`src/rtl/packet_id_generator_unit_macros.svh`:
```
// Assertion macros for the packet id generator.
// Used by packet_id_generator_unit; expects clk and rst_n in scope.
`ifndef PACKET_ID_GENERATOR_UNIT_MACROS_SVH
`define PACKET_ID_GENERATOR_UNIT_MACROS_SVH

`ifndef SYNTHESIS
`define PIDG_ASSERT_NOW(lbl, ante, cons) \
    lbl: assert property (@(posedge clk) disable iff (!rst_n) (ante) |-> (cons)) \
        else $error("pidg assertion failed");
`define PIDG_ASSERT_NEXT(lbl, ante, cons) \
    lbl: assert property (@(posedge clk) disable iff (!rst_n) (ante) |=> (cons)) \
        else $error("pidg assertion failed");
`else
`define PIDG_ASSERT_NOW(lbl, ante, cons)
`define PIDG_ASSERT_NEXT(lbl, ante, cons)
`endif

`endif

```
`src/rtl/pidg_pkg.sv`:
```
// Package for the packet id generator: payload types, constants,
// microcode control word, step map and the control store. No dependencies.
`default_nettype none

package pidg_pkg;

    localparam logic [31:0] MIX_K1        = 32'h85EB_CA6B;
    localparam logic [31:0] MIX_K2        = 32'hC2B2_AE35;
    localparam logic [31:0] GOLDEN        = 32'h9E37_79B9;
    localparam logic [31:0] SEQ_LIMIT     = 32'hFFFF_FFFE;
    localparam logic [31:0] WAKE_SKIP     = 32'd256;
    localparam logic [31:0] LOW_BYTE_MASK = 32'h0000_00FF;

    localparam logic [2:0] KIND_HASH       = 3'd0;
    localparam logic [2:0] KIND_RAW        = 3'd1;
    localparam logic [2:0] KIND_ROTATE     = 3'd2;
    localparam logic [2:0] KIND_INIT       = 3'd3;
    localparam logic [2:0] KIND_QUERY      = 3'd4;
    localparam logic [2:0] KIND_INVALIDATE = 3'd5;

    localparam logic [1:0] MARK_NONE  = 2'd0;
    localparam logic [1:0] MARK_SET   = 2'd1;
    localparam logic [1:0] MARK_CLEAR = 2'd2;

    typedef struct packed {
        logic [2:0]  kind;
        logic [31:0] entropy_a;
        logic [31:0] entropy_b;
        logic [31:0] entropy_c;
        logic [31:0] time_now;
        logic        stored_marker_ok;
        logic [31:0] kept_session;
        logic [31:0] kept_sequence;
        logic [31:0] stored_boots;
    } req_t;

    typedef struct packed {
        logic [63:0] packet_id;
        logic        persist_write;
        logic [31:0] persist_session;
        logic [31:0] persist_sequence;
        logic [31:0] persist_boots;
        logic [1:0]  marker_write;
        logic [31:0] cur_session;
        logic [31:0] cur_sequence;
        logic [31:0] cur_boots;
    } rsp_t;

    localparam int STEP_W = 5;
    localparam int OP_W   = 5;
    localparam int COND_W = 4;

    localparam logic [OP_W-1:0] OP_NOP        = OP_W'(0);
    localparam logic [OP_W-1:0] OP_KIND_MARK  = OP_W'(1);
    localparam logic [OP_W-1:0] OP_HASH_MUL   = OP_W'(2);
    localparam logic [OP_W-1:0] OP_F1         = OP_W'(3);
    localparam logic [OP_W-1:0] OP_F2         = OP_W'(4);
    localparam logic [OP_W-1:0] OP_F3         = OP_W'(5);
    localparam logic [OP_W-1:0] OP_F3B        = OP_W'(6);
    localparam logic [OP_W-1:0] OP_F3_OR1     = OP_W'(7);
    localparam logic [OP_W-1:0] OP_ID_HASH    = OP_W'(8);
    localparam logic [OP_W-1:0] OP_ADVANCE    = OP_W'(9);
    localparam logic [OP_W-1:0] OP_SEQ_CLEAR  = OP_W'(10);
    localparam logic [OP_W-1:0] OP_ID_RAW     = OP_W'(11);
    localparam logic [OP_W-1:0] OP_RESTORE    = OP_W'(12);
    localparam logic [OP_W-1:0] OP_SKIP       = OP_W'(13);
    localparam logic [OP_W-1:0] OP_FRESH      = OP_W'(14);
    localparam logic [OP_W-1:0] OP_MUL_BOOTS  = OP_W'(15);
    localparam logic [OP_W-1:0] OP_MIX_PREV   = OP_W'(16);
    localparam logic [OP_W-1:0] OP_LOAD_C     = OP_W'(17);
    localparam logic [OP_W-1:0] OP_SES_FROM_X = OP_W'(18);
    localparam logic [OP_W-1:0] OP_EMIT       = OP_W'(19);

    localparam logic [COND_W-1:0] COND_NEXT        = COND_W'(0);
    localparam logic [COND_W-1:0] COND_ALWAYS      = COND_W'(1);
    localparam logic [COND_W-1:0] COND_DISPATCH    = COND_W'(2);
    localparam logic [COND_W-1:0] COND_IS_RAW      = COND_W'(3);
    localparam logic [COND_W-1:0] COND_BELOW_LIMIT = COND_W'(4);
    localparam logic [COND_W-1:0] COND_NO_MARKER   = COND_W'(5);
    localparam logic [COND_W-1:0] COND_SEQ_OPEN    = COND_W'(6);
    localparam logic [COND_W-1:0] COND_X_NONZERO   = COND_W'(7);
    localparam logic [COND_W-1:0] COND_CALL        = COND_W'(8);
    localparam logic [COND_W-1:0] COND_RETURN      = COND_W'(9);

    localparam logic [STEP_W-1:0] STEP_DISPATCH    = STEP_W'(0);
    localparam logic [STEP_W-1:0] STEP_ID          = STEP_W'(1);
    localparam logic [STEP_W-1:0] STEP_ID_F1       = STEP_W'(2);
    localparam logic [STEP_W-1:0] STEP_ID_F2       = STEP_W'(3);
    localparam logic [STEP_W-1:0] STEP_ID_HASH     = STEP_W'(4);
    localparam logic [STEP_W-1:0] STEP_ADVANCE     = STEP_W'(5);
    localparam logic [STEP_W-1:0] STEP_ROTATE      = STEP_W'(6);
    localparam logic [STEP_W-1:0] STEP_ROT_RET     = STEP_W'(7);
    localparam logic [STEP_W-1:0] STEP_RAW         = STEP_W'(8);
    localparam logic [STEP_W-1:0] STEP_INIT        = STEP_W'(9);
    localparam logic [STEP_W-1:0] STEP_INIT_SEQ    = STEP_W'(10);
    localparam logic [STEP_W-1:0] STEP_INIT_GEN    = STEP_W'(11);
    localparam logic [STEP_W-1:0] STEP_RESTORE_RET = STEP_W'(12);
    localparam logic [STEP_W-1:0] STEP_SKIP        = STEP_W'(13);
    localparam logic [STEP_W-1:0] STEP_FRESH       = STEP_W'(14);
    localparam logic [STEP_W-1:0] STEP_FRESH_RET   = STEP_W'(15);
    localparam logic [STEP_W-1:0] STEP_GEN         = STEP_W'(16);
    localparam logic [STEP_W-1:0] STEP_GEN_MIX     = STEP_W'(17);
    localparam logic [STEP_W-1:0] STEP_GEN_A1      = STEP_W'(18);
    localparam logic [STEP_W-1:0] STEP_GEN_A2      = STEP_W'(19);
    localparam logic [STEP_W-1:0] STEP_GEN_A3      = STEP_W'(20);
    localparam logic [STEP_W-1:0] STEP_GEN_B1      = STEP_W'(21);
    localparam logic [STEP_W-1:0] STEP_GEN_B2      = STEP_W'(22);
    localparam logic [STEP_W-1:0] STEP_GEN_B3      = STEP_W'(23);
    localparam logic [STEP_W-1:0] STEP_GEN_TEST    = STEP_W'(24);
    localparam logic [STEP_W-1:0] STEP_GEN_C0      = STEP_W'(25);
    localparam logic [STEP_W-1:0] STEP_GEN_C1      = STEP_W'(26);
    localparam logic [STEP_W-1:0] STEP_GEN_C2      = STEP_W'(27);
    localparam logic [STEP_W-1:0] STEP_GEN_C3      = STEP_W'(28);
    localparam logic [STEP_W-1:0] STEP_GEN_END     = STEP_W'(29);
    localparam logic [STEP_W-1:0] STEP_DONE        = STEP_W'(30);

    typedef struct packed {
        logic [OP_W-1:0]   op;
        logic [COND_W-1:0] cond;
        logic [STEP_W-1:0] target;
    } uop_t;

    function automatic uop_t ucode_rom(input logic [STEP_W-1:0] step);
        uop_t w;
        case (step)
            STEP_DISPATCH:    w = '{OP_KIND_MARK, COND_DISPATCH, STEP_DONE};
            STEP_ID:          w = '{OP_HASH_MUL, COND_IS_RAW, STEP_RAW};
            STEP_ID_F1:       w = '{OP_F1, COND_NEXT, STEP_DONE};
            STEP_ID_F2:       w = '{OP_F2, COND_NEXT, STEP_DONE};
            STEP_ID_HASH:     w = '{OP_ID_HASH, COND_NEXT, STEP_DONE};
            STEP_ADVANCE:     w = '{OP_ADVANCE, COND_BELOW_LIMIT, STEP_DONE};
            STEP_ROTATE:      w = '{OP_NOP, COND_CALL, STEP_GEN};
            STEP_ROT_RET:     w = '{OP_SEQ_CLEAR, COND_ALWAYS, STEP_DONE};
            STEP_RAW:         w = '{OP_ID_RAW, COND_ALWAYS, STEP_ADVANCE};
            STEP_INIT:        w = '{OP_RESTORE, COND_NO_MARKER, STEP_FRESH};
            STEP_INIT_SEQ:    w = '{OP_NOP, COND_SEQ_OPEN, STEP_SKIP};
            STEP_INIT_GEN:    w = '{OP_NOP, COND_CALL, STEP_GEN};
            STEP_RESTORE_RET: w = '{OP_SEQ_CLEAR, COND_ALWAYS, STEP_DISPATCH};
            STEP_SKIP:        w = '{OP_SKIP, COND_ALWAYS, STEP_DISPATCH};
            STEP_FRESH:       w = '{OP_FRESH, COND_CALL, STEP_GEN};
            STEP_FRESH_RET:   w = '{OP_SEQ_CLEAR, COND_ALWAYS, STEP_DISPATCH};
            STEP_GEN:         w = '{OP_MUL_BOOTS, COND_NEXT, STEP_DONE};
            STEP_GEN_MIX:     w = '{OP_MIX_PREV, COND_NEXT, STEP_DONE};
            STEP_GEN_A1:      w = '{OP_F1, COND_NEXT, STEP_DONE};
            STEP_GEN_A2:      w = '{OP_F2, COND_NEXT, STEP_DONE};
            STEP_GEN_A3:      w = '{OP_F3B, COND_NEXT, STEP_DONE};
            STEP_GEN_B1:      w = '{OP_F1, COND_NEXT, STEP_DONE};
            STEP_GEN_B2:      w = '{OP_F2, COND_NEXT, STEP_DONE};
            STEP_GEN_B3:      w = '{OP_F3, COND_NEXT, STEP_DONE};
            STEP_GEN_TEST:    w = '{OP_NOP, COND_X_NONZERO, STEP_GEN_END};
            STEP_GEN_C0:      w = '{OP_LOAD_C, COND_NEXT, STEP_DONE};
            STEP_GEN_C1:      w = '{OP_F1, COND_NEXT, STEP_DONE};
            STEP_GEN_C2:      w = '{OP_F2, COND_NEXT, STEP_DONE};
            STEP_GEN_C3:      w = '{OP_F3_OR1, COND_NEXT, STEP_DONE};
            STEP_GEN_END:     w = '{OP_SES_FROM_X, COND_RETURN, STEP_DONE};
            STEP_DONE:        w = '{OP_EMIT, COND_ALWAYS, STEP_DONE};
            default:          w = '{OP_NOP, COND_ALWAYS, STEP_DONE};
        endcase
        return w;
    endfunction

    function automatic logic [STEP_W-1:0] dispatch_step(input logic [2:0] kind,
                                                        input logic       started);
        logic [STEP_W-1:0] s;
        if (!started && (kind == KIND_HASH || kind == KIND_RAW || kind == KIND_ROTATE ||
                         kind == KIND_INIT || kind == KIND_QUERY))
        begin
            s = STEP_INIT;
        end
        else
        begin
            case (kind)
                KIND_HASH:   s = STEP_ID;
                KIND_RAW:    s = STEP_ID;
                KIND_ROTATE: s = STEP_ROTATE;
                default:     s = STEP_DONE;
            endcase
        end
        return s;
    endfunction

endpackage

`default_nettype wire

```
`src/rtl/pidg_req_if.sv`:
```
// Request channel of the packet id generator: valid, ready, req_t payload.
// Depends on pidg_pkg.
`default_nettype none

interface pidg_req_if
    import pidg_pkg::*;
();
    logic valid;
    logic ready;
    req_t payload;

    modport source (output valid, output payload, input ready);
    modport sink (input valid, input payload, output ready);
endinterface

`default_nettype wire

```
`src/rtl/pidg_rsp_if.sv`:
```
// Result channel of the packet id generator: valid, ready, rsp_t payload.
// Depends on pidg_pkg.
`default_nettype none

interface pidg_rsp_if
    import pidg_pkg::*;
();
    logic valid;
    logic ready;
    rsp_t payload;

    modport source (output valid, output payload, input ready);
    modport sink (input valid, input payload, output ready);
endinterface

`default_nettype wire

```
`src/rtl/packet_id_generator_unit.sv`:
```
// Packet id generator: microcoded sequencer over one shared 32x32 multiplier.
// Depends on pidg_pkg, pidg_req_if, pidg_rsp_if and the assertion macros.
// Accept to result, one step a cycle, emit holding while an older result waits; a rotation
// adds the generator, more on the fallback word; worst is lazy exhausted restore+rotate.
// One item at a time: the next transaction can be taken in the same cycle that the result
// shows. Async active-low reset clears control state, counters and started, not the datapath.
`default_nettype none

`include "packet_id_generator_unit_macros.svh"

module packet_id_generator_unit
    import pidg_pkg::*;
(
    input  logic       clk,
    input  logic       rst_n,
    pidg_req_if.sink   req,
    pidg_rsp_if.source rsp
);

    logic              busy_reg, busy_next;
    logic [STEP_W-1:0] step_reg, step_next;
    logic [STEP_W-1:0] link_reg, link_next;
    logic              started_reg, started_next;
    logic [31:0]       ses_reg, ses_next;
    logic [31:0]       seq_reg, seq_next;
    logic [31:0]       boots_reg, boots_next;
    logic              out_valid_reg, out_valid_next;

    req_t              item_reg, item_next;
    logic [31:0]       x_reg, x_next;
    logic [31:0]       t_reg, t_next;
    logic [63:0]       id_reg, id_next;
    logic              pw_reg, pw_next;
    logic [31:0]       pws_reg, pws_next;
    logic [31:0]       pwq_reg, pwq_next;
    logic [31:0]       pwb_reg, pwb_next;
    logic [1:0]        mark_reg, mark_next;
    rsp_t              out_reg, out_next;

    uop_t              uop;
    logic [31:0]       mul_a;
    logic [31:0]       mul_b;
    logic [31:0]       mul_lo;
    logic [31:0]       pre16;
    logic [31:0]       pre13;
    logic [32:0]       skip_sum;
    logic [31:0]       skip_seq;
    logic [STEP_W-1:0] step_inc;
    logic              take;
    logic              in_gen;
    logic              gen_link_ok;

    assign req.ready = !busy_reg;
    assign take      = req.valid && !busy_reg;
    assign rsp.valid   = out_valid_reg;
    assign rsp.payload = out_reg;

    assign uop      = ucode_rom(step_reg);
    assign pre16    = x_reg ^ (x_reg >> 16);
    assign pre13    = x_reg ^ (x_reg >> 13);
    assign skip_sum = {1'b0, item_reg.kept_sequence} + {1'b0, WAKE_SKIP};
    assign skip_seq = skip_sum[32] ? SEQ_LIMIT : skip_sum[31:0];
    assign step_inc = step_reg + STEP_W'(1);

    always_comb
    begin
        case (uop.op)
            OP_HASH_MUL:
            begin
                mul_a = seq_reg;
                mul_b = MIX_K1;
            end
            OP_F1:
            begin
                mul_a = pre16;
                mul_b = MIX_K1;
            end
            OP_F2:
            begin
                mul_a = pre13;
                mul_b = MIX_K2;
            end
            OP_MUL_BOOTS:
            begin
                mul_a = boots_reg;
                mul_b = GOLDEN;
            end
            OP_MIX_PREV:
            begin
                mul_a = ses_reg;
                mul_b = MIX_K1;
            end
            default:
            begin
                mul_a = '0;
                mul_b = '0;
            end
        endcase
    end

    assign mul_lo = mul_a * mul_b;

    always_comb
    begin
        busy_next      = busy_reg;
        step_next      = step_reg;
        link_next      = link_reg;
        started_next   = started_reg;
        ses_next       = ses_reg;
        seq_next       = seq_reg;
        boots_next     = boots_reg;
        out_valid_next = out_valid_reg && !rsp.ready;
        item_next      = item_reg;
        x_next         = x_reg;
        t_next         = t_reg;
        id_next        = id_reg;
        pw_next        = pw_reg;
        pws_next       = pws_reg;
        pwq_next       = pwq_reg;
        pwb_next       = pwb_reg;
        mark_next      = mark_reg;
        out_next       = out_reg;

        if (take)
        begin
            busy_next = 1'b1;
            step_next = STEP_DISPATCH;
            item_next = req.payload;
            id_next   = '0;
            pw_next   = 1'b0;
            pws_next  = '0;
            pwq_next  = '0;
            pwb_next  = '0;
            mark_next = MARK_NONE;
        end
        else if (busy_reg)
        begin
            case (uop.op)
                OP_KIND_MARK:
                begin
                    if (item_reg.kind == KIND_INVALIDATE)
                    begin
                        mark_next = MARK_CLEAR;
                    end
                end
                OP_HASH_MUL:  x_next = ses_reg ^ mul_lo;
                OP_F1:        x_next = mul_lo;
                OP_F2:        x_next = mul_lo;
                OP_F3:        x_next = pre16;
                OP_F3B:       x_next = pre16 ^ item_reg.entropy_b;
                OP_F3_OR1:    x_next = pre16 | 32'd1;
                OP_ID_HASH:
                begin
                    id_next = {32'd0, pre16};
                    if ((seq_reg & LOW_BYTE_MASK) == 32'd0)
                    begin
                        pw_next  = 1'b1;
                        pws_next = ses_reg;
                        pwq_next = seq_reg;
                        pwb_next = boots_reg;
                    end
                end
                OP_ADVANCE:   seq_next = seq_reg + 32'd1;
                OP_SEQ_CLEAR:
                begin
                    seq_next = '0;
                    pw_next  = 1'b1;
                    pws_next = ses_reg;
                    pwq_next = '0;
                    pwb_next = boots_reg;
                end
                OP_ID_RAW:    id_next = {ses_reg, seq_reg};
                OP_RESTORE:
                begin
                    started_next = 1'b1;
                    ses_next     = item_reg.kept_session;
                    boots_next   = item_reg.stored_boots + 32'd1;
                end
                OP_SKIP:
                begin
                    seq_next = skip_seq;
                    pw_next  = 1'b1;
                    pws_next = ses_reg;
                    pwq_next = skip_seq;
                    pwb_next = boots_reg;
                end
                OP_FRESH:
                begin
                    started_next = 1'b1;
                    ses_next     = '0;
                    boots_next   = '0;
                    mark_next    = MARK_SET;
                end
                OP_MUL_BOOTS: t_next = mul_lo;
                OP_MIX_PREV:
                begin
                    x_next = item_reg.entropy_a ^ item_reg.time_now ^ t_reg ^ mul_lo;
                end
                OP_LOAD_C:    x_next = item_reg.entropy_c;
                OP_SES_FROM_X: ses_next = x_reg;
                OP_EMIT:
                begin
                    if (!out_valid_reg || rsp.ready)
                    begin
                        out_valid_next            = 1'b1;
                        busy_next                 = 1'b0;
                        out_next.packet_id        = id_reg;
                        out_next.persist_write    = pw_reg;
                        out_next.persist_session  = pws_reg;
                        out_next.persist_sequence = pwq_reg;
                        out_next.persist_boots    = pwb_reg;
                        out_next.marker_write     = mark_reg;
                        out_next.cur_session      = ses_reg;
                        out_next.cur_sequence     = seq_reg;
                        out_next.cur_boots        = boots_reg;
                    end
                end
                default:
                begin
                end
            endcase

            case (uop.cond)
                COND_NEXT:        step_next = step_inc;
                COND_ALWAYS:      step_next = uop.target;
                COND_DISPATCH:    step_next = dispatch_step(item_reg.kind, started_reg);
                COND_IS_RAW:
                begin
                    step_next = (item_reg.kind == KIND_RAW) ? uop.target : step_inc;
                end
                COND_BELOW_LIMIT:
                begin
                    step_next = (seq_reg < SEQ_LIMIT) ? uop.target : step_inc;
                end
                COND_NO_MARKER:
                begin
                    step_next = item_reg.stored_marker_ok ? step_inc : uop.target;
                end
                COND_SEQ_OPEN:
                begin
                    step_next = (item_reg.kept_sequence < SEQ_LIMIT) ? uop.target
                                                                     : step_inc;
                end
                COND_X_NONZERO:
                begin
                    step_next = (x_reg != 32'd0) ? uop.target : step_inc;
                end
                COND_CALL:
                begin
                    link_next = step_inc;
                    step_next = uop.target;
                end
                COND_RETURN:      step_next = link_reg;
                default:          step_next = STEP_DONE;
            endcase
        end
    end

    always_ff @(posedge clk or negedge rst_n)
    begin
        if (!rst_n)
        begin
            busy_reg      <= 1'b0;
            step_reg      <= STEP_DISPATCH;
            link_reg      <= STEP_DISPATCH;
            started_reg   <= 1'b0;
            ses_reg       <= '0;
            seq_reg       <= '0;
            boots_reg     <= '0;
            out_valid_reg <= 1'b0;
        end
        else
        begin
            busy_reg      <= busy_next;
            step_reg      <= step_next;
            link_reg      <= link_next;
            started_reg   <= started_next;
            ses_reg       <= ses_next;
            seq_reg       <= seq_next;
            boots_reg     <= boots_next;
            out_valid_reg <= out_valid_next;
        end
    end

    always_ff @(posedge clk)
    begin
        item_reg <= item_next;
        x_reg    <= x_next;
        t_reg    <= t_next;
        id_reg   <= id_next;
        pw_reg   <= pw_next;
        pws_reg  <= pws_next;
        pwq_reg  <= pwq_next;
        pwb_reg  <= pwb_next;
        mark_reg <= mark_next;
        out_reg  <= out_next;
    end

    assign in_gen      = busy_reg && (step_reg >= STEP_GEN) && (step_reg <= STEP_GEN_END);
    assign gen_link_ok = (link_reg == STEP_ROT_RET) || (link_reg == STEP_RESTORE_RET) ||
                         (link_reg == STEP_FRESH_RET);

    `PIDG_ASSERT_NEXT(a_started_sticky, started_reg, started_reg)
    `PIDG_ASSERT_NOW(a_done_emits, $fell(busy_reg), out_valid_reg)
    `PIDG_ASSERT_NOW(a_gen_link, in_gen, gen_link_ok)

endmodule

`default_nettype wire
```
`src/flat_wrapper.sv`:
```
// flat-port wrapper written by rule: the top's interface ports become plain ports
module packet_id_generator_unit_flat import pidg_pkg::*;
  (clk, rst_n, req_valid, req_payload, req_ready, rsp_valid, rsp_payload, rsp_ready);
  pidg_req_if req_i ();
  pidg_rsp_if rsp_i ();
  input  logic clk;
  input  logic rst_n;
  input wire logic [$bits(req_i.valid)-1:0] req_valid;
  input wire logic [$bits(req_i.payload)-1:0] req_payload;
  output wire logic [$bits(req_i.ready)-1:0] req_ready;
  output wire logic [$bits(rsp_i.valid)-1:0] rsp_valid;
  output wire logic [$bits(rsp_i.payload)-1:0] rsp_payload;
  input wire logic [$bits(rsp_i.ready)-1:0] rsp_ready;
  assign req_i.valid = req_valid;
  assign req_i.payload = req_payload;
  assign req_ready = req_i.ready;
  assign rsp_valid = rsp_i.valid;
  assign rsp_payload = rsp_i.payload;
  assign rsp_i.ready = rsp_ready;
  packet_id_generator_unit u_core (.clk(clk), .rst_n(rst_n), .req(req_i), .rsp(rsp_i));
endmodule
```
`config.mk`:
```
export PLATFORM = sky130hd
export DESIGN_NAME = packet_id_generator_unit_flat
export DESIGN_NICKNAME = d
export VERILOG_FILES = /design/src/rtl/pidg_pkg.sv /design/src/rtl/pidg_req_if.sv /design/src/rtl/pidg_rsp_if.sv /design/src/rtl/packet_id_generator_unit.sv /design/src/flat_wrapper.sv
export VERILOG_INCLUDE_DIRS = /design/src /design/src/rtl
export SDC_FILE = /design/constraint.sdc
export NUM_CORES = 2
export LEC_CHECK = 0
export ABC_AREA = 0
export ABC_CLOCK_PERIOD_IN_PS = 20300
export BUFFER_PORTS_ARGS = -buffer_cell sky130_fd_sc_hd__buf_2
export CAP_MARGIN = 20
export CORE_MARGIN = 2
export CORE_UTILIZATION = 55
export CTS_BUF_LIST = sky130_fd_sc_hd__clkbuf_8
export DETAILED_ROUTE_END_ITERATION = 6
export PLACE_DENSITY = 0.87
export SKIP_LAST_GASP = 1
export SLEW_MARGIN = 10
export SYNTH_ARGS = -nofsm -noshare
export SYNTH_HDL_FRONTEND = slang
export SYNTH_SLANG_ARGS = --single-unit
```
`constraint.sdc`:
```
create_clock -name clk -period 20.3 [get_ports clk]
set_input_delay 4.06 -clock clk [delete_from_list [all_inputs] [get_ports clk]]
set_output_delay 4.06 -clock clk [all_outputs]
set_load 0.1 [all_outputs]
```
==> results.yml <==
sta:
  hold_viol: 0
  post-route-min-period_ps: 11890
  fin_skew_ps: 77.9
  relSlewSlack_pct: 17.6
  rsz0062_at_grt: "no"
  setup_slack_ps: 8410
  fin_crit_sh_pct: 58.6
  max_freq_mhz: 84.1
  report.final.slew_viol_count: 0
  tightestPinTransition_ps: 1230
  setup_viol: 0
  tns_ps: 0
placed_design:
  gp_congestion: 1.09
  portBuffers: 492
  post-place-ws_ps: 8510
  dp_hpwl_mm: 128
grt:
  grt_max_degree: 173
  grtUsageTotal_pct: 37.9
  antenna_found_initial: 11
  grt_pass1_wl_mm: 244
  gr-total-overflow: 0
  first_global_vias: 36600
worst_hold_path:
  hold_path_end: "u_core.rsp.payload[206]"
  hold_depth: 0
  hp-start: "u_core.id_reg[11]"
  hold_class: "reg -> reg"
cells_and_area:
  multi_input_area_sq_um: 22200
  post_route_cells_drive_above_1_share_pct: 16.7
  largest_register_ffs: 259
  finalNetCount: 5489
  area_growth_pct: 13.5
  fillCellCount: 6458
  layout.area.seq_sq_um: 22500
clock_network:
  htreeDepth: 3
  cts.sinks: 823
  clockBufferDepth: 3
  cts_setup_buffers: 0
  cts_tree: "yes"
  root_buffer: "clkbuf_8"
  ctsResizeCount: 0
  insertion_delay_ps: 840
  cts_hold_buf: 0
  path_clk_slew_ps: 70
  numCtsBuffers: 121
routing:
  post_drt_wl_per_cell_um: 28.3
  final_antenna_net_count: 0
  vias: 36800
  drc: 5
  drt_iter0_drc: 5150
  routed_wl_mm: 170
  viasPerCell: 6.15
  first_pass_iters: 7
flow_run:
  drv_cap: 0
worst_setup_path:
  crit_path_start_kind: "flip-flop"
  r2r_cells: 37
  max_stage_delay_ps: 760
  critPathKind: "reg -> reg"
  reg2reg_to: "u_core.x_reg[26]"
  r2r_slack_ps: 8410
  worst-path-max-fanout: 14
  cp.arrival_ps: 12460
  worst-endpoint-required_ps: 20870
  cpMaxStageDelayCell: "o21ai_0"
  rr_startpoint: "u_core.step_reg[0]"
  timing.critical_path.mode_cell: "inv_1"
  cp-end-kind: "flip-flop"
yosys:
  synthCells: 4219
  yosys.area.top_type: "edfxtp_1"
  synth_edf_count: 551
  synth_warnings: 0
  ys_seq_elements: 823
  ys_async_sr_fraction_pct: 13.2
  synth_top_area_share_pct: 34.8
  ys_seq_area_share_pct: 47.4
  yosys-top-cells-count: "edfxtp_1 (551), inv_1 (545), nand2_1 (467)"
  syn-cell-area_sq_um: 47500
  avgSynthCellArea_sq_um: 11.3
  ys_types: 86
  synth-main-ff-cell: "edfxtp_1"
  syn_nets: 4993
  yosysMostFrequentCell: "edfxtp_1"
  netlist_top_cells_area: "edfxtp_1 (35%), fa_1 (17%), dfxtp_1 (6.9%)"
floorplan:
  coreArea_sq_um: 85400
  die_area_sq_um: 88800
  io_pins: 493
  fp.dieW_um: 298
  die_h_um: 298
  start_util_pct: 55.6
  placementRows: 107
run_status:
  status: "finished, violations left"
  violations: "DRC"
[final cells by class]
cell class / count / area share [%]
Clock buffer: 140 / 3.57
Timing Repair Buffer: 589 / 6.02
Clock inverter: 90 / 1.00
Antenna cell: 15 / 0.0696
Inverter: 548 / 3.82
Sequential cell: 823 / 41.8
Tap cell: 1144 / 2.65
Multi-Input combinational cell: 2632 / 41.1
[worst max path at each step]
stage	from	end	slack, ps
after floorplan	rsp_ready	u_core.rsp.payload[0]	2770
after global placement	u_core.step_reg[2]	u_core.x_reg[31]	8550
after detailed placement	u_core.step_reg[0]	u_core.x_reg[31]	8510
after CTS	u_core.step_reg[0]	u_core.x_reg[31]	8530
after global routing	u_core.step_reg[0]	u_core.x_reg[24]	7730
final	u_core.step_reg[0]	u_core.x_reg[26]	8410
[worst max-delay path: cells and delay by family (launching register included)]
| kind | cells | cell delay, ps |
|---|---|---|
| adder cells (fa/ha/maj) | 10 | 4100 |
| flip-flops | 1 | 620 |
| AO/OA/AOI/OAI | 13 | 3570 |
| AND/OR/NAND/NOR | 5 | 1800 |
| buffers and inverters | 8 | 920 |
| XOR/XNOR | 1 | 630 |
[through the flow]
step / cells / hold WS [ps] / area, sq um / utilization, %
floorplan: 4219 / 408 / 47500 / -
global placement: 5732 / 411 / 51400 / 60.1
detailed placement: 5732 / 415 / 51400 / 60.1
CTS: 5962 / 398 / 53800 / 63.0
global route: 5976 / 428 / 53900 / 63.1
finish: 5981 / 402 / 53900 / 63.1
[metal layers]
layer / part of all wire, % / global-route usage [%] / vias to the layer above / wire [um]
met1: 37 / 49.7 / 17900 / 62000
met3: 13 / 11.3 / 659 / 21700
met4: 6.7 / 20.0 / 2 / 11400
li1: - / - / 15300 / -
met2: 44 / 57.1 / 2869 / 74500
met5: 0.0071 / 0 / - / 12
[cell families after synthesis]
kind of cell    share of synthesized area, %
flops                                   47.4
fa+ha+maj                               20.7
mux                                    0.771
xor+xnor                                4.84
simple gates                            9.31
compound gates                          10.8
buf+inv                                 6.20
[cell usage in the layout (no fill, tap or decap), types with 140 or more instances in the layout]
master    instances
a21oi_1         242
clkbuf_8        140
edfxtp_1        551
dfxtp_1         163
buf_2           491
nor2_1          277
xnor2_1         158
inv_1           588
nand2_1         463
fa_1            407
Power is left out: the tool's default activity adds up to more than one toggle a clock period on the data nets, which glitch-free logic cannot reach.
